`config.mk`:
```
export PLATFORM = sky130hd
export DESIGN_NAME = software_timer_bank
export DESIGN_NICKNAME = d
export VERILOG_FILES = /design/src/hw/rtl/stb_pkg.sv /design/src/hw/rtl/software_timer_bank.sv /design/src/hw/rtl/stb_count_store.sv /design/src/hw/rtl/stb_ctrl.sv
export SDC_FILE = /design/constraint.sdc
export NUM_CORES = 1
export LEC_CHECK = 0
export BUFFER_PORTS_ARGS = -buffer_cell sky130_fd_sc_hd__buf_2
export CORE_MARGIN = 2
export CORE_UTILIZATION = 50
export DETAILED_ROUTE_END_ITERATION = 8
export GPL_TIMING_DRIVEN = 0
export PLACE_DENSITY = 0.66
export SLEW_MARGIN = 15
export SYNTH_ARGS = -nofsm -noshare
export SYNTH_HDL_FRONTEND = slang
export SYNTH_SLANG_ARGS = --single-unit
export TNS_END_PERCENT = 10
```
`constraint.sdc`:
```
create_clock -name clk -period 4.1 [get_ports clk]
set_input_delay 0.41 -clock clk [delete_from_list [all_inputs] [get_ports clk]]
set_output_delay 0.41 -clock clk [all_outputs]
set_load 0.005 [all_outputs]
```
`src/hw/rtl/stb_pkg.sv`:
```
// shared constants, codes and payload types of the software timer bank
// no dependencies
package stb_pkg;

	localparam int CHANNELS   = 16;
	localparam int COUNT_BITS = 16;
	localparam int CH_BITS    = (CHANNELS > 1) ? $clog2(CHANNELS) : 1;
	localparam int CNT_W      = $clog2(CHANNELS + 1);

	localparam logic [COUNT_BITS-1:0] COUNT_MAX = {COUNT_BITS{1'b1}};

	localparam logic [2:0] OP_TICK     = 3'd0;
	localparam logic [2:0] OP_ENABLE   = 3'd1;
	localparam logic [2:0] OP_DISABLE  = 3'd2;
	localparam logic [2:0] OP_CLEAR    = 3'd3;
	localparam logic [2:0] OP_READ     = 3'd4;
	localparam logic [2:0] OP_WRITE    = 3'd5;
	localparam logic [2:0] OP_ALLOCATE = 3'd6;
	localparam logic [2:0] OP_UPTIME   = 3'd7;

	localparam logic [1:0] ST_OK          = 2'd0;
	localparam logic [1:0] ST_BAD_CHANNEL = 2'd1;
	localparam logic [1:0] ST_NO_FREE     = 2'd2;

	typedef struct packed {
		logic [2:0]  op;
		logic [7:0]  channel;
		logic [15:0] value;
	} req_t;

	typedef struct packed {
		logic [1:0]  status;
		logic [31:0] data;
	} rsp_t;

	typedef struct packed {
		logic                  rd_en;
		logic [CH_BITS-1:0]    rd_addr;
		logic                  wr_en;
		logic [CH_BITS-1:0]    wr_addr;
		logic [COUNT_BITS-1:0] wr_data;
	} mem_req_t;

endpackage

```
`src/hw/rtl/software_timer_bank.sv`:
```
// software timer bank: 16 saturating 16-bit channel counters in one memory plus 32-bit uptime
// enable, disable, clear, write, uptime and bad channel go from accept straight to the done state;
// read passes a read state, allocate a search of the allocation flags, tick a walk of all channels
// one request at a time, the next is taken once the response moves to the output register;
// the tick walk and an allocate that finds no free channel take the longest
// async active-low reset clears all counters, enables, allocations and the uptime
module software_timer_bank (
	input  logic          clk,
	input  logic          arst_n,
	input  logic          req_valid,
	output logic          req_ready,
	input  stb_pkg::req_t req,
	output logic          rsp_valid,
	input  logic          rsp_ready,
	output stb_pkg::rsp_t rsp
);

	stb_pkg::mem_req_t              mem;
	logic [stb_pkg::COUNT_BITS-1:0] rd_data;
	logic                           res_valid;
	logic                           res_ready;
	stb_pkg::rsp_t                  res;

	logic                           rsp_valid_q;
	stb_pkg::rsp_t                  rsp_q;

	// sequencer: op decode, enable and allocation flags, uptime, tick walk
	stb_ctrl u_ctrl (
		.clk       (clk),
		.arst_n    (arst_n),
		.req_valid (req_valid),
		.req_ready (req_ready),
		.req       (req),
		.mem       (mem),
		.rd_data   (rd_data),
		.res_valid (res_valid),
		.res_ready (res_ready),
		.res       (res)
	);

	// counter memory with registered read
	stb_count_store u_store (
		.clk     (clk),
		.arst_n  (arst_n),
		.mem     (mem),
		.rd_data (rd_data)
	);

	// output register: lets the sequencer take the next request while
	// the previous response still waits for the consumer
	assign res_ready = !rsp_valid_q || rsp_ready;

	always_ff @(posedge clk or negedge arst_n) begin
		if (!arst_n) begin
			rsp_valid_q <= 1'b0;
			rsp_q       <= '0;
		end else if (res_valid && res_ready) begin
			rsp_valid_q <= 1'b1;
			rsp_q       <= res;
		end else if (rsp_ready) begin
			rsp_valid_q <= 1'b0;
		end
	end

	assign rsp_valid = rsp_valid_q;
	assign rsp       = rsp_q;

endmodule

```
`src/hw/rtl/stb_count_store.sv`:
```
// counter memory of the timer bank: one write and one registered read a cycle
// per-entry valid bits make never-written counters read as zero; uses stb_pkg
module stb_count_store (
	input  logic                           clk,
	input  logic                           arst_n,
	input  stb_pkg::mem_req_t              mem,
	output logic [stb_pkg::COUNT_BITS-1:0] rd_data
);

	logic [stb_pkg::COUNT_BITS-1:0] cnt_mem [stb_pkg::CHANNELS];
	logic [stb_pkg::CHANNELS-1:0]   vld_q;
	logic [stb_pkg::COUNT_BITS-1:0] rd_data_q;
	logic                           rd_vld_q;

	always_ff @(posedge clk) begin
		if (mem.wr_en) begin
			cnt_mem[mem.wr_addr] <= mem.wr_data;
		end
		if (mem.rd_en) begin
			rd_data_q <= cnt_mem[mem.rd_addr];
		end
	end

	always_ff @(posedge clk or negedge arst_n) begin
		if (!arst_n) begin
			vld_q    <= '0;
			rd_vld_q <= 1'b0;
		end else begin
			if (mem.wr_en) begin
				vld_q[mem.wr_addr] <= 1'b1;
			end
			if (mem.rd_en) begin
				rd_vld_q <= vld_q[mem.rd_addr];
			end
		end
	end

	assign rd_data = rd_vld_q ? rd_data_q : '0;

endmodule

```
`src/hw/rtl/stb_ctrl.sv`:
```
// request sequencer of the timer bank: decodes ops, walks the counter memory
// on a tick, searches for a free channel on allocate; uses stb_pkg
module stb_ctrl (
	input  logic                           clk,
	input  logic                           arst_n,
	input  logic                           req_valid,
	output logic                           req_ready,
	input  stb_pkg::req_t                  req,
	output stb_pkg::mem_req_t              mem,
	input  logic [stb_pkg::COUNT_BITS-1:0] rd_data,
	output logic                           res_valid,
	input  logic                           res_ready,
	output stb_pkg::rsp_t                  res
);

	localparam logic [2:0] S_IDLE  = 3'd0;
	localparam logic [2:0] S_TICK  = 3'd1;
	localparam logic [2:0] S_ALLOC = 3'd2;
	localparam logic [2:0] S_READ  = 3'd3;
	localparam logic [2:0] S_DONE  = 3'd4;

	localparam logic [stb_pkg::CNT_W-1:0] CNT_END = stb_pkg::CNT_W'(stb_pkg::CHANNELS);

	logic [2:0]                      state_q;
	logic [stb_pkg::CNT_W-1:0]       cnt_q;
	logic [stb_pkg::CHANNELS-1:0]    enabled_q;
	logic [stb_pkg::CHANNELS-1:0]    allocated_q;
	logic [31:0]                     uptime_q;
	stb_pkg::rsp_t                   res_q;
	logic                            wr_go_s1;
	logic [stb_pkg::CH_BITS-1:0]     wr_idx_s1;

	logic                            accept;
	logic                            ch_ok;
	logic [stb_pkg::CH_BITS-1:0]     ch_idx;
	logic [stb_pkg::CH_BITS-1:0]     cnt_idx;
	logic                            cnt_end;

	assign req_ready = (state_q == S_IDLE);
	assign accept    = req_valid && req_ready;
	assign ch_ok     = (req.channel < 8'(stb_pkg::CHANNELS));
	assign ch_idx    = req.channel[stb_pkg::CH_BITS-1:0];
	assign cnt_idx   = cnt_q[stb_pkg::CH_BITS-1:0];
	assign cnt_end   = (cnt_q == CNT_END);
	assign res_valid = (state_q == S_DONE);
	assign res       = res_q;

	// memory port: single-channel access at accept, read-increment-write on tick
	always_comb begin
		mem = '0;
		if (accept && ch_ok) begin
			unique case (req.op)
				stb_pkg::OP_READ: begin
					mem.rd_en   = 1'b1;
					mem.rd_addr = ch_idx;
				end
				stb_pkg::OP_CLEAR: begin
					mem.wr_en   = 1'b1;
					mem.wr_addr = ch_idx;
				end
				stb_pkg::OP_WRITE: begin
					mem.wr_en   = 1'b1;
					mem.wr_addr = ch_idx;
					mem.wr_data = stb_pkg::COUNT_BITS'(req.value);
				end
				default: ;
			endcase
		end
		if (state_q == S_TICK) begin
			if (!cnt_end) begin
				mem.rd_en   = 1'b1;
				mem.rd_addr = cnt_idx;
			end
			if (wr_go_s1 && enabled_q[wr_idx_s1] && (rd_data != stb_pkg::COUNT_MAX)) begin
				mem.wr_en   = 1'b1;
				mem.wr_addr = wr_idx_s1;
				mem.wr_data = rd_data + 1'b1;
			end
		end
	end

	always_ff @(posedge clk or negedge arst_n) begin
		if (!arst_n) begin
			state_q     <= S_IDLE;
			cnt_q       <= '0;
			enabled_q   <= '0;
			allocated_q <= '0;
			uptime_q    <= '0;
			res_q       <= '0;
			wr_go_s1    <= 1'b0;
			wr_idx_s1   <= '0;
		end else begin
			unique case (state_q)
				S_IDLE: begin
					if (accept) begin
						unique case (req.op) inside
							stb_pkg::OP_TICK: begin
								res_q    <= '{status: stb_pkg::ST_OK, data: 32'd0};
								uptime_q <= uptime_q + 32'd1;
								cnt_q    <= '0;
								wr_go_s1 <= 1'b0;
								state_q  <= S_TICK;
							end
							stb_pkg::OP_ALLOCATE: begin
								res_q   <= '{status: stb_pkg::ST_OK, data: 32'd0};
								cnt_q   <= '0;
								state_q <= S_ALLOC;
							end
							stb_pkg::OP_UPTIME: begin
								res_q   <= '{status: stb_pkg::ST_OK, data: uptime_q};
								state_q <= S_DONE;
							end
							stb_pkg::OP_READ: begin
								if (ch_ok) begin
									res_q   <= '{status: stb_pkg::ST_OK, data: 32'd0};
									state_q <= S_READ;
								end else begin
									res_q   <= '{status: stb_pkg::ST_BAD_CHANNEL, data: 32'd0};
									state_q <= S_DONE;
								end
							end
							stb_pkg::OP_ENABLE, stb_pkg::OP_DISABLE,
							stb_pkg::OP_CLEAR, stb_pkg::OP_WRITE: begin
								if (!ch_ok) begin
									res_q <= '{status: stb_pkg::ST_BAD_CHANNEL, data: 32'd0};
								end else begin
									res_q <= '{status: stb_pkg::ST_OK, data: 32'd0};
									if (req.op == stb_pkg::OP_ENABLE) begin
										enabled_q[ch_idx] <= 1'b1;
									end else if (req.op == stb_pkg::OP_DISABLE) begin
										enabled_q[ch_idx] <= 1'b0;
									end
								end
								state_q <= S_DONE;
							end
						endcase
					end
				end
				S_TICK: begin
					// read stage issues channel cnt_q, write stage finishes the one before
					wr_go_s1  <= !cnt_end;
					wr_idx_s1 <= cnt_idx;
					if (cnt_end) begin
						state_q <= S_DONE;
					end else begin
						cnt_q <= cnt_q + 1'b1;
					end
				end
				S_ALLOC: begin
					if (cnt_end) begin
						res_q.status <= stb_pkg::ST_NO_FREE;
						state_q      <= S_DONE;
					end else if (!allocated_q[cnt_idx]) begin
						allocated_q[cnt_idx] <= 1'b1;
						res_q.data           <= 32'(cnt_q);
						state_q              <= S_DONE;
					end else begin
						cnt_q <= cnt_q + 1'b1;
					end
				end
				S_READ: begin
					res_q.data <= 32'(rd_data);
					state_q    <= S_DONE;
				end
				S_DONE: begin
					if (res_ready) begin
						state_q <= S_IDLE;
					end
				end
				default: begin
					state_q <= S_IDLE;
				end
			endcase
		end
	end

endmodule

```
== Word level (Yosys, flattened, before mapping) ==
Memories as Yosys holds them, arrays and structs flattened. A register that Yosys moved wholly into a read port is not among the register bits.
Index checks and enable logic that the tools add are counted.

* Bits in registers: 163
* Memory bits (writable): 256
* Logic and storage cells: 141
* Memories kept: 1

{| class="wikitable"
|+ Memory list
! memory !! words !! width !! rd ports !! clocked after memory_dff !! wr ports !! RTL line !! RTL
|-
| u_store.cnt_mem || 16 || 16 || 1 || 1 || 1 || stb_count_store.sv:10 || <nowiki>logic [stb_pkg::COUNT_BITS-1:0] cnt_mem [stb_pkg::CHANNELS];</nowiki>
|}

* Reduce and logical (&&, ||, !) cells: 32
* $lt $le $gt $ge: 9
* Add/subtract/negate cells: 3
* Equal/unequal tests: 24
* Multiplexer cells: 51
* Bitwise operators: 7

{| class="wikitable"
|+ Operators with widths
! operator !! number
|-
| case mux 34 bit (3 select lines) || 1
|-
| case mux 32 bit (3 select lines) || 1
|-
| 2-to-1 mux 16 bit || 4
|-
| 2-to-1 mux 32 bit || 2
|-
| 2-to-1 mux 26 bit || 2
|-
| bitwise OR 16 bit || 3
|-
| 2-to-1 mux 5 bit || 8
|-
| 2-to-1 mux 34 bit || 1
|-
| 2-to-1 mux 33 bit || 1
|-
| adder 32 x 1 -> 32 bit (second input constant) || 1
|-
| < comparator 4 x 5 -> 1 bit (second input constant) || 5
|-
| 2-to-1 mux 21 bit || 1
|-
| 2-to-1 mux 3 bit || 6
|-
| adder 16 x 1 -> 16 bit (second input constant) || 1
|-
| AND 16 bit || 1
|-
| inequality test 16 bit (second input constant) || 1
|-
| inverter 16 bit || 1
|-
| == test 3 bit (second input constant) || 5
|-
| case mux 3 bit (5 select lines) || 1
|-
| case mux 5 bit (3 select lines) || 1
|-
| binary-select mux 1 bit (select 4 bit) || 3
|-
| demux 1 bit (select 4 bit) || 3
|-
| == test 3 x 2 -> 1 bit (second input constant) || 4
|-
| >= comparator 4 x 1 -> 1 bit (second input constant) || 3
|-
| other kinds (26) || 66
|}

== Longest topological paths before layout ==
Gate-level depths: netlist of the first run.

* Depth in word-level cells: 11
* Mapped depth: 14

== By module ==
From an unflattened synthesis of the first run, not the netlist that was laid out.

* Cells, all modules: 1092
* Area, all modules: 18232.5 um2

{| class="wikitable"
|+ Modules (own cells, without submodules)
! module !! area each (um2) !! times used !! cells each
|-
| stb_count_store || 10994.3 || 1 || 453
|-
| stb_ctrl || 5774.3 || 1 || 564
|-
| software_timer_bank || 1463.9 || 1 || 75
|}

== Worst setup path after synthesis of the first run ==
OpenSTA, ideal clock, no wires.

* Path type: reg-to-reg
* Start: register u_store.rd_vld_q
* End: memory u_store.cnt_mem[12][0] in the netlist's numbering, enable pin
* Data required time: 3.711 ns
* Clock period less this slack: 3.133 ns
* Buffers on the path: 2
* Slack: 0.967 ns
* Arrival: 2.744 ns
* Cell stages (with the launch flop): 11
* Cell sequence: dfrtp_1 > clkbuf_1 > and2_1 > ha_1 > nand4_1 > nor4_1 > and3_1 > or3_1 > buf_6 > o32a_4 > nor2_1

* Word-level cells in the longest chain between the ends: 7

{| class="wikitable"
|+ Ends and longest elaborated chain
! element !! RTL line !! RTL
|-
| start, declared || stb_count_store.sv:13 || <nowiki>logic rd_vld_q;</nowiki>
|-
| start signal, assigned || stb_count_store.sv:33 || <nowiki>rd_vld_q <= vld_q[mem.rd_addr];</nowiki>
|-
| 2-to-1 mux 16 bit * || stb_count_store.sv:38 || <nowiki>assign rd_data = rd_vld_q ? rd_data_q : '0;</nowiki>
|-
| inequality test 16 bit * || stb_ctrl.sv:74 || <nowiki>if (wr_go_s1 && enabled_q[wr_idx_s1] && (rd_data != stb_pkg::COUNT_MAX)) begin</nowiki>
|-
| logical AND 1 bit * || stb_ctrl.sv:74 ||
|-
| 2-to-1 mux 21 bit * || stb_ctrl.sv:74 ||
|-
| 2-to-1 mux 26 bit * || stb_ctrl.sv:69 || <nowiki>if (state_q == S_TICK) begin</nowiki>
|-
| 2-to-1 mux 1 bit || stb_count_store.sv:16 || <nowiki>if (mem.wr_en) begin</nowiki>
|-
| 2-to-1 mux 1 bit (implied by the code) || stb_count_store.sv:17 || <nowiki>cnt_mem[mem.wr_addr] <= mem.wr_data;</nowiki>
|-
| end, declared || stb_count_store.sv:10 ||
|}

Mark *: on every way between the ends. The rest lies on a longest branch, timed or not.

== Final worst setup path of the first run ==
* Start: register u_ctrl.cnt_q[1] in the netlist's numbering
* End: register u_store.rd_data_q[6] in the netlist's numbering (read register of u_store.cnt_mem) (data pin)

* Word-level cells in the longest chain between the ends: 3

{| class="wikitable"
|+ Ends and longest elaborated chain
! element !! RTL line !! RTL
|-
| start, declared || stb_ctrl.sv:25 || <nowiki>logic [stb_pkg::CNT_W-1:0] cnt_q;</nowiki>
|-
| start signal, assigned || stb_ctrl.sv:146 || <nowiki>cnt_q <= cnt_q + 1'b1;</nowiki>
|-
| start signal, assigned || stb_ctrl.sv:158 || <nowiki>cnt_q <= cnt_q + 1'b1;</nowiki>
|-
| == test 5 bit || stb_ctrl.sv:44 || <nowiki>assign cnt_end = (cnt_q == CNT_END);</nowiki>
|-
| 2-to-1 mux 5 bit * || stb_ctrl.sv:70 || <nowiki>if (!cnt_end) begin</nowiki>
|-
| 2-to-1 mux 26 bit * || stb_ctrl.sv:69 ||
|-
| end, declared || stb_count_store.sv:12 || <nowiki>logic [stb_pkg::COUNT_BITS-1:0] rd_data_q;</nowiki>
|}

Marked as above.
A chain may end at the register's enable or synchronous reset.

==> metrics.csv, run 1 <==
stage,metric,value,unit
synth,dominant synthesized flop cell,edfxtp_1,
global_routing,Total Routing Usage GR,0.260,
critical_path,"Top cell by count, worst path",clkbuf_1,
drt,routed len/inst,23.8,µm
critical_path,WS Path Type,flop to flop,
min_path,Hold Crit Class,input port to flop,
drt,vias per cell,6.09,
cells_and_area,"commonest non-fill, non-tap cell in the layout",edfxtp_1,
drt,vias,12600,
drt,DR DRC count,0,
drt,Initial DRC Count,1431,
critical_path,"Data arrival, critical path",4310,ps
cells_and_area,Area Overhead vs Synth,15.5,%
clocking,post-CTS setup buffer count,0,
sta,crit share post-route,0.982,
sta,Final Hold Fails,0,
synth,Mapped Area,0.0184,mm²
clocking,CTS buffer count,45,
sta,Least-Margin Pin Slew,925,ps
sta,RSZ-0062 raised after global routing,no,
critical_path,reg2reg path depth,13,
cells_and_area,fillers,2864,
critical_path,critical path peak fanout,10,
clocking,worst skew pair latency,580,ps
synth,Mapped Cells,1440,
sta,clk_skew,20.8,ps
drt,Routed Antenna Nets,0,
critical_path,Crit path buffers/inverters,5,
sta,clock period minus worst slack,4030,ps
cells_and_area,"Design Area, Final",0.0213,mm²
sta,Slew Limit Fails,0,
synth,Post-synth EDFFs,272,
sta,fmax,0.248,GHz
place,IO buf count,64,
critical_path,"Largest delay share family, worst path",buffers and inverters,
clocking,clk sinks,435,
die,Starting Density,0.505,
power_and_ir_drop,Pleak,0.00887,µW
synth,sequential area share after synthesis,0.665,
synth,post-synthesis async set-or-reset flop share,0.375,
min_path,HP Start,req_valid,
critical_path,required time worst endpoint,4390,ps
critical_path,R2R Path End,u_store.rd_data_q[6]$_DFFE_PP_,
die,Die Width,196,µm
clocking,Max Buffers Root-to-Sink,3,
sta,post-route setup slack,74.8,ps
critical_path,Worst path slowest cell,a22oi_1,
critical_path,Worst R2R Setup Slack,70,ps
die,FP Rows,70,
critical_path,worst-path cell chain,"clkbuf_2, inv_1, ha_1, nand4bb_1, clkbuf_1, nand3_2, clkbuf_1, clkbuf_1, and3_1, a211oi_1, a31oi_1, a22oi_1, nand2_1",
die,IO Pins,67,
sta,setup violators final,0,
place,Post-DP Area,0.0198,mm²
power_and_ir_drop,"IR drop worst, VDD",0.387,mV
place,routability cong.,0.903,
min_path,Hold Path Depth,2,
power_and_ir_drop,power per cell area,489,mW/mm²
cells_and_area,diode count,0,
critical_path,Reg-to-Reg Start,u_ctrl.cnt_q[1]$_DFFE_PN0P_,
cells_and_area,nets,1615,
drt,drt total wl,49.5,mm
place,pre-CTS WS,-596,ps
die,Die Area,0.0384,mm²
place,HPWL Detailed,34.8,mm
global_routing,first-pass GRT wire length,74.2,mm
synth,Yosys reg bits,435,
critical_path,max incr delay on CP,480,ps
clocking,"Reg clk slew, reported paths",60,ps
critical_path,crit start category,flop,
synth,post-synthesis cell type count,64,
synth,Syn Nets,1477,
clocking,htree depth,2,
cells_and_area,most frequent cells in the layout,"edfxtp_1, nand2_1, dfrtp_1",
global_routing,GRT overflow,0,
synth,Synth warnings,0,
global_routing,antenna violations before repair,0,
drt,DRT Pass-1 Iters,6,
run,Max Cap Violations,0,
cells_and_area,footprint of the multi-input gates,0.00587,mm²
global_routing,vias in the first global route,12100,
cells_and_area,share of cells above drive strength 1,0.189,
global_routing,largest net degree at the start of global routing,101,
cells_and_area,Seq. cell area,0.0122,mm²
power_and_ir_drop,Design Power,10400,µW
synth,syn_area_per_cell,12.8,µm²
min_path,WHS Endpoint,u_ctrl.res[33]$_DFFE_PN0P_,
die,Die Ht,196,µm
critical_path,Setup crit end kind,flop,
clocking,CTS tree,done,
clocking,CTS Root Cell,clkbuf_16,
die,core area,0.0364,mm²
run_status,status,finished clean,
sta,worst rel slew slack,0.382,
[state kept, by name (all words and copies together), names as in the netlist, 3 cells and up, named ones only]
signal and count:
u_store.vld_q 16, rsp 34, u_ctrl.allocated_q 16, u_store.rd_data_q 16
u_ctrl.state_q 3, u_ctrl.res 34, u_ctrl.wr_idx_s1 4, u_store.cnt_mem 256
u_ctrl.uptime_q 32, u_ctrl.cnt_q 5
[per-stage QoR]
step | instances | hold slack, ps | TNS [ps] | utilization
floorplan | 1440 | 114 | 0 | -
global placement | 1972 | 433 | -132530 | 0.530
detailed placement | 1999 | 408 | -5940 | 0.543
CTS | 2076 | 98.8 | 0 | 0.583
global route | 2076 | 118 | 0 | 0.584
finish | 2076 | 127 | 0 | 0.584
[Yosys cell counts (4+ instances only)]
| cell type | number | area [µm²] |
|---|---|---|
| a211oi_1 | 66 | 495 |
| a21o_1 | 12 | 90.1 |
| a21oi_1 | 20 | 100 |
| a222oi_1 | 5 | 50.1 |
| a22o_1 | 19 | 166 |
| a22oi_1 | 41 | 308 |
| a31o_2 | 4 | 35.0 |
| a31oi_1 | 69 | 432 |
| a32oi_1 | 5 | 43.8 |
| and2_1 | 11 | 68.8 |
| and3_1 | 76 | 475 |
| buf_2 | 18 | 90.1 |
| clkbuf_1 | 61 | 229 |
| dfrtp_1 | 163 | 4080 |
| edfxtp_1 | 272 | 8170 |
| ha_1 | 6 | 75.1 |
| inv_1 | 8 | 30.0 |
| mux2_2 | 53 | 597 |
| mux2i_1 | 5 | 50.1 |
| mux4_1 | 4 | 105 |
| mux4_2 | 5 | 113 |
| nand2_1 | 248 | 931 |
| nand2b_1 | 5 | 31.3 |
| nand3_1 | 21 | 105 |
| nand4_1 | 13 | 81.3 |
| nor2_1 | 70 | 263 |
| nor2b_1 | 6 | 37.5 |
| nor3_1 | 7 | 35.0 |
| o21ai_0 | 30 | 150 |
| or2_1 | 11 | 68.8 |
| or2_2 | 8 | 50.1 |
| xnor2_1 | 25 | 219 |
| xor2_1 | 25 | 219 |
[how the worst max path moves through the flow]
stage / startpoint / end / slack, ps / cells after the start
5_1_grt: u_ctrl.cnt_q[1]$_DFFE_PN0P_ / u_store.rd_data_q[6]$_DFFE_PP_ / 30 / 13
2_1_floorplan: u_store.rd_vld_q$_DFFE_PN0P_ / u_store.cnt_mem[12][0]$_DFFE_PP_ / 970 / 10
3_3_place_gp: u_store.rd_vld_q$_DFFE_PN0P_ / u_store.cnt_mem[7][7]$_DFFE_PP_ / -1160 / 9
6_report: u_ctrl.cnt_q[1]$_DFFE_PN0P_ / u_store.rd_data_q[6]$_DFFE_PP_ / 70 / 13
4_1_cts: u_ctrl.cnt_q[1]$_DFFE_PN0P_ / u_store.rd_data_q[6]$_DFFE_PP_ / 4 / 12
3_5_place_dp: u_ctrl.cnt_q[1]$_DFFE_PN0P_ / u_store.rd_data_q[4]$_DFFE_PP_ / -600 / 12
[where the power goes]
group | total [µW] | leakage [µW] | internal, µW | switching [µW]
combinational | 1260 | 0.00300 | 511 | 747
sequential | 5090 | 0.00517 | 4910 | 182
clock | 4060 | 0.000702 | 2370 | 1680
[layer usage]
metal | global-route usage | part of all wire
met4 | 0.102 | 0.035
met1 | 0.356 | 0.42
met2 | 0.423 | 0.48
met5 | 0 | 0
met3 | 0.0407 | 0.070
[cell type report]
class,instances,area share
inverters,9,0.00159
well taps,468,0.0275
flip-flops and latches,435,0.576
plain buffers,86,0.0181
clock inverters,20,0.0120
repair buffers,92,0.0332
clock buffers,57,0.0560
multi-input cells,909,0.276
[timing repair]
action	4_1_cts	5_1_grt
hold buffers	1	0
cloned	0	0
pin swaps	0	0
gates resized for setup	2	17
endpoints found under the setup margin	16	15
endpoints found under the hold margin	63	0
[kinds of logic (layout without fill, tap and decap cells)]
kind of cell,count (synthesis),after routing,synth area share
multiplexers,67,67,0.0470
flip-flops,435,435,0.665
XOR/XNOR,50,50,0.0238
AO/OA/AOI/OAI,284,284,0.109
buffers and inverters,96,264,0.0224
AND/OR/NAND/NOR,502,502,0.129
adder cells (fa/ha/maj),6,6,0.00408
Note: power is estimated with default switching activity, not from simulation.
==> inputs of run 2 (changes only) <==
- BUFFER_PORTS_ARGS: -buffer_cell sky130_fd_sc_hd__buf_2 -> default
- DONT_BUFFER_PORTS: default -> 1
- PLACE_DENSITY: 0.66 -> 0.64
==> run 2 against run 1 <==
Via count decreased by 2.7%. First-iteration DRC count down 6.1%. Combinational power is 10% lower. Non-clock buffer count down 60. Clock-buffer cell count fell by 1. Register-to-register slack better by 60 ps. Fmax up 1.5%. Clock power down 4%. Critical endpoint is now u_store.rd_data_q[12]$_DFFE_PP_.
==> metrics.csv, run 2 (synthesized netlist as in run 1, its figures left out) <==
stage,metric,value,unit
run_status,status,finished clean,
drt,DRT Pass-1 Iters,6,
die,Starting Density,0.505,
sta,setup violators final,0,
critical_path,"Top cell by count, worst path",clkbuf_1,
drt,DR DRC count,0,
die,Die Width,196,µm
min_path,Hold Path Depth,2,
sta,clk_skew,23.6,ps
place,Post-DP Area,0.0195,mm²
cells_and_area,nets,1554,
critical_path,reg2reg path depth,13,
place,HPWL Detailed,35.2,mm
drt,Initial DRC Count,1343,
cells_and_area,"commonest non-fill, non-tap cell in the layout",edfxtp_1,
critical_path,worst-path cell chain,"clkbuf_2, inv_1, ha_1, nand4bb_1, clkbuf_1, nand3_1, clkbuf_1, clkbuf_1, and3_1, a211oi_1, a31oi_1, a22oi_1, nand2_1",
cells_and_area,Area Overhead vs Synth,13.7,%
sta,Slew Limit Fails,0,
critical_path,Worst path slowest cell,dfrtp_1,
power_and_ir_drop,Pleak,0.00857,µW
clocking,worst skew pair latency,580,ps
drt,routed len/inst,24.3,µm
cells_and_area,final core occ,0.574,
clocking,Max Buffers Root-to-Sink,3,
sta,fmax,0.252,GHz
critical_path,critical path peak fanout,10,
critical_path,required time worst endpoint,4410,ps
place,IO buf count,0,
critical_path,max incr delay on CP,410,ps
global_routing,GRT overflow,0,
clocking,htree depth,2,
cells_and_area,Top reg by flops,u_store.cnt_mem,
critical_path,crit start category,flop,
power_and_ir_drop,"IR drop worst, VDD",0.333,mV
place,routability cong.,0.958,
cells_and_area,"Design Area, Final",0.0209,mm²
sta,crit share post-route,0.967,
cells_and_area,most frequent cells in the layout,"edfxtp_1, nand2_1, dfrtp_1",
global_routing,antenna violations before repair,2,
place,Placed Cells,1936,
sta,worst rel slew slack,0.405,
critical_path,Crit path buffers/inverters,5,
drt,vias per cell,6.09,
cells_and_area,max FFs per register,256,
die,IO Pins,67,
clocking,CTS tree,done,
sta,Fin Setup TNS,0,ps
cells_and_area,fillers,2972,
power_and_ir_drop,power per cell area,485,mW/mm²
clocking,post-CTS setup buffer count,0,
die,Die Area,0.0384,mm²
clocking,"Reg clk slew, reported paths",60,ps
global_routing,first-pass GRT wire length,74.4,mm
die,Die Ht,196,µm
global_routing,vias in the first global route,12000,
drt,drt total wl,49.2,mm
critical_path,"Largest delay share family, worst path",buffers and inverters,
clocking,CTS Root Cell,clkbuf_16,
clocking,CTS buffer count,44,
sta,RSZ-0062 raised after global routing,yes,
die,core area,0.0364,mm²
run,Max Cap Violations,0,
cells_and_area,Non-Filler Instances,2020,
critical_path,Stages on worst setup path,13,
min_path,Hold Crit Class,input port to flop,
global_routing,largest net degree at the start of global routing,164,
sta,clock period minus worst slack,3970,ps
critical_path,"Data arrival, critical path",4270,ps
critical_path,Setup crit end kind,flop,
sta,Final Hold Fails,0,
cells_and_area,share of cells above drive strength 1,0.150,
drt,vias,12300,
global_routing,Total Routing Usage GR,0.260,
drt,Routed Antenna Nets,0,
die,FP Rows,70,
sta,Least-Margin Pin Slew,889,ps
clocking,clk sinks,435,
critical_path,WS Path Type,flop to flop,
[run 2: changes by cell type in the layout (fill, tap and decap cells not counted), sizes merged]
cell | previous run | this run
diode | 0 | 1
bufinv | 5 | 2
clkinv | 12 | 20
dlygate4sd3 | 1 | 2
inv | 11 | 9
clkbuf | 121 | 119
clkinvlp | 1 | 2
buf | 113 | 53
[run 2: area by class of cell]
class                   instances  area (µm²)  area share
inverters                       9        33.8     0.00161
multi-input cells             909        5860       0.280
plain buffers                  87         382      0.0182
clock inverters                24         199     0.00951
well taps                     468         586      0.0280
diodes                          1        2.50    0.000120
flip-flops and latches        435       12200       0.585
repair buffers                 31         415      0.0198
clock buffers                  56        1210      0.0577
[run 2: final timing paths]
check / startpoint / end / slack, ps
max: u_ctrl.cnt_q[1]$_DFFE_PN0P_ / u_store.rd_data_q[12]$_DFFE_PP_ / 130
min: req[26] / u_ctrl.state_q[1]$_DFFE_PN0P_ / 40
max reg2reg: u_ctrl.cnt_q[1]$_DFFE_PN0P_ / u_store.rd_data_q[12]$_DFFE_PP_ / 130
min reg2reg: u_ctrl.allocated_q[2]$_DFFE_PN0P_ / u_ctrl.allocated_q[2]$_DFFE_PN0P_ / 450
max in group asynchronous: arst_n / rsp[31]$_DFFE_PN0P_ / 2900
min in group asynchronous: arst_n / asynchronous set/reset pin / 580
[run 2: routing by layer]
layer | up-vias | global-route usage | wire length [µm] | part of all wire
met2 | 522 | 0.416 | 22700 | 0.46
met4 | 2 | 0.125 | 2570 | 0.052
li1 | 5532 | - | - | -
met1 | 6114 | 0.346 | 20100 | 0.41
met5 | - | 0 | 13 | 0.00026
met3 | 123 | 0.0512 | 3800 | 0.077
[run 2: report_power, final]
group          leakage [µW]  switching [µW]  internal (µW)
Combinational       0.00271             685            440
Sequential          0.00517             206           4910
Clock              0.000685            1700           2210
Total               0.00857            2590           7560
[run 2: repair_timing]
item,4_1_cts,5_1_grt
endpoints found under the setup margin,14,29
pin swaps,0,0
hold buffers,3,0
gates resized for setup,2,2
endpoints found under the hold margin,164,0
[run 2: metrics by stage]
stage          total power, µW  hold slack, ps  worst slack, ps
2_1_floorplan             5950             114              967
3_3_place_gp              6250             118            -1150
3_5_place_dp              6290             119             -113
4_1_cts                  10200            28.1              214
5_1_grt                  10500            52.4            -42.3
6_report                 10200            38.7              133
==> inputs of run 3 (changes only) <==
- CORE_UTILIZATION: 50 -> 63
- PLACE_DENSITY: 0.64 -> 0.78
- TNS_END_PERCENT: 10 -> 50
==> run 3 against run 2 <==
Highest routed layer is now met4. Largest cell class unchanged. Clock skew is 9.3 ps lower. Register-to-register slack hardly changed. Non-clock buffer count is 1 higher. Routed wire length is 2.5% lower. Global-route usage is 5.8 points higher. Total power is 0.31% higher.
==> metrics.csv, run 3 (synthesized netlist as in run 1, its figures left out) <==
stage,metric,value,unit
clocking,Max Buffers Root-to-Sink,3,
cells_and_area,diode count,0,
critical_path,Setup crit end kind,flop,
clocking,clk sinks,435,
sta,post-route setup slack,145,ps
drt,DRT Pass-1 Iters,6,
clocking,htree depth,2,
clocking,"Reg clk slew, reported paths",60,ps
sta,Fin Setup TNS,0,ps
drt,drt total wl,48.0,mm
place,routability cong.,0.957,
global_routing,vias in the first global route,12600,
sta,Final Hold Fails,0,
drt,DR DRC count,0,
cells_and_area,most frequent cells in the layout,"edfxtp_1, nand2_1, dfrtp_1",
sta,Least-Margin Pin Slew,930,ps
power_and_ir_drop,"IR drop worst, VDD",0.398,mV
die,IO Pins,67,
global_routing,antenna violations before repair,0,
die,Starting Density,0.640,
clocking,CTS buffer count,44,
drt,Initial DRC Count,1572,
run,Max Cap Violations,0,
min_path,HP Start,req[26],
die,FP Rows,62,
drt,Routed Antenna Nets,0,
global_routing,first-pass GRT wire length,73.3,mm
power_and_ir_drop,Sw Share,0.252,
place,Post-DP Area,0.0193,mm²
cells_and_area,nets,1555,
place,Placed Cells,1853,
sta,clock period minus worst slack,3960,ps
critical_path,WS Path Type,flop to flop,
sta,setup violators final,0,
sta,Slew Limit Fails,0,
critical_path,required time worst endpoint,4390,ps
sta,Worst Hold Slack,47.0,ps
drt,routed len/inst,24.8,µm
clocking,worst skew pair latency,560,ps
cells_and_area,"Design Area, Final",0.0208,mm²
power_and_ir_drop,power per cell area,490,mW/mm²
drt,vias per cell,6.53,
sta,fmax,0.253,GHz
power_and_ir_drop,Int Pwr,7620,µW
die,Die Ht,175,µm
global_routing,GRT overflow,0,
min_path,Hold Crit Class,input port to flop,
critical_path,crit start category,flop,
clocking,post-CTS setup buffer count,0,
power_and_ir_drop,part of the power in registers,0.502,
die,Die Width,175,µm
cells_and_area,Non-Filler Instances,1935,
drt,vias,12600,
power_and_ir_drop,clock network fraction of design power,0.386,
power_and_ir_drop,Comb pwr share,0.112,
power_and_ir_drop,Pleak,0.00857,µW
run_status,status,finished clean,
critical_path,"Data arrival, critical path",4250,ps
place,pre-CTS WS,-120,ps
cells_and_area,max FFs per register,256,
place,IO buf count,0,
sta,worst rel slew slack,0.380,
sta,crit share post-route,0.965,
global_routing,largest net degree at the start of global routing,164,
die,core area,0.0288,mm²
critical_path,Reg-to-Reg Start,u_ctrl.cnt_q[1]$_DFFE_PN0P_,
clocking,CTS Root Cell,clkbuf_16,
global_routing,Total Routing Usage GR,0.318,
critical_path,critical path peak fanout,10,
cells_and_area,"commonest non-fill, non-tap cell in the layout",edfxtp_1,
cells_and_area,Area Overhead vs Synth,12.9,%
critical_path,Critical Path Start,u_ctrl.cnt_q[1]$_DFFE_PN0P_,
place,HPWL Detailed,32.9,mm
cells_and_area,Top reg by flops,u_store.cnt_mem,
sta,RSZ-0062 raised after global routing,no,
sta,clk_skew,14.4,ps
power_and_ir_drop,NetSw,2560,µW
die,Die Area,0.0306,mm²
cells_and_area,share of cells above drive strength 1,0.151,
clocking,CTS tree,done,
## run 3: repair_timing
item,CTS,global route
gates resized for setup,1,9
pin swaps,0,0
endpoints found under the setup margin,15,15
hold endpoints to repair,164,0
hold buffers,3,0
## run 3: power groups by stage
stage                     logic, µW  clock network, µW  registers, µW
after detailed placement       1070                  0           5200
after floorplan                 822                  0           5130
after global placement         1020                  0           5180
after global routing           1250               4120           5150
final                          1140               3930           5120
after CTS                      1130               3940           5110
## run 3: cell type report
type | instances | area (µm²)
inverter | 9 | 33.8
tap | 384 | 480
sequential | 435 | 12200
clock buffer | 57 | 1210
timing repair buffer | 32 | 397
multi-input combinational | 909 | 5840
buffer | 87 | 385
clock inverter | 22 | 191
fill | 1808 | 8000
## run 3: path summary, 6_finish.rpt
path,cells after the start,slack (ps),endpoint
worst max-delay path,12,140,u_store.rd_data_q[6]$_DFFE_PP_
worst min-delay path,2,50,u_ctrl.state_q[1]$_DFFE_PN0P_
worst max register to register,12,140,u_store.rd_data_q[6]$_DFFE_PP_
worst min register to register,1,450,u_ctrl.allocated_q[6]$_DFFE_PN0P_
max in group asynchronous,2,2950,rsp[17]$_DFFE_PN0P_
min in group asynchronous,2,590,u_ctrl.state_q[2]$_DFFE_PN0P_
## run 3: critical path: stages, from the launching register on
cell and delay (ps):
dfrtp_1 410, clkbuf_2 310, inv_1 170, ha_1 240, nand4bb_1 100, clkbuf_1 340
nand3_1 150, nand2_1 390, clkbuf_2 390, clkbuf_1 510, a31oi_1 340, a22oi_1 260
nand2_1 80
## run 3: metal layers
metal  vias to the layer above  GRT usage  wire length (µm)
li1                       5526          -                 -
met2                       795      0.508             22400
met4                         0      0.138              2290
met1                      6175      0.431             18500
met5                         -          0                 0
met3                       136     0.0635              4820
## run 3: metrics by stage
step / utilization / power [µW]
6_report: 0.722 / 10200
5_1_grt: 0.722 / 10500
4_1_cts: 0.722 / 10200
3_5_place_dp: 0.671 / 6270
3_3_place_gp: 0.657 / 6200
2_1_floorplan: - / 5950
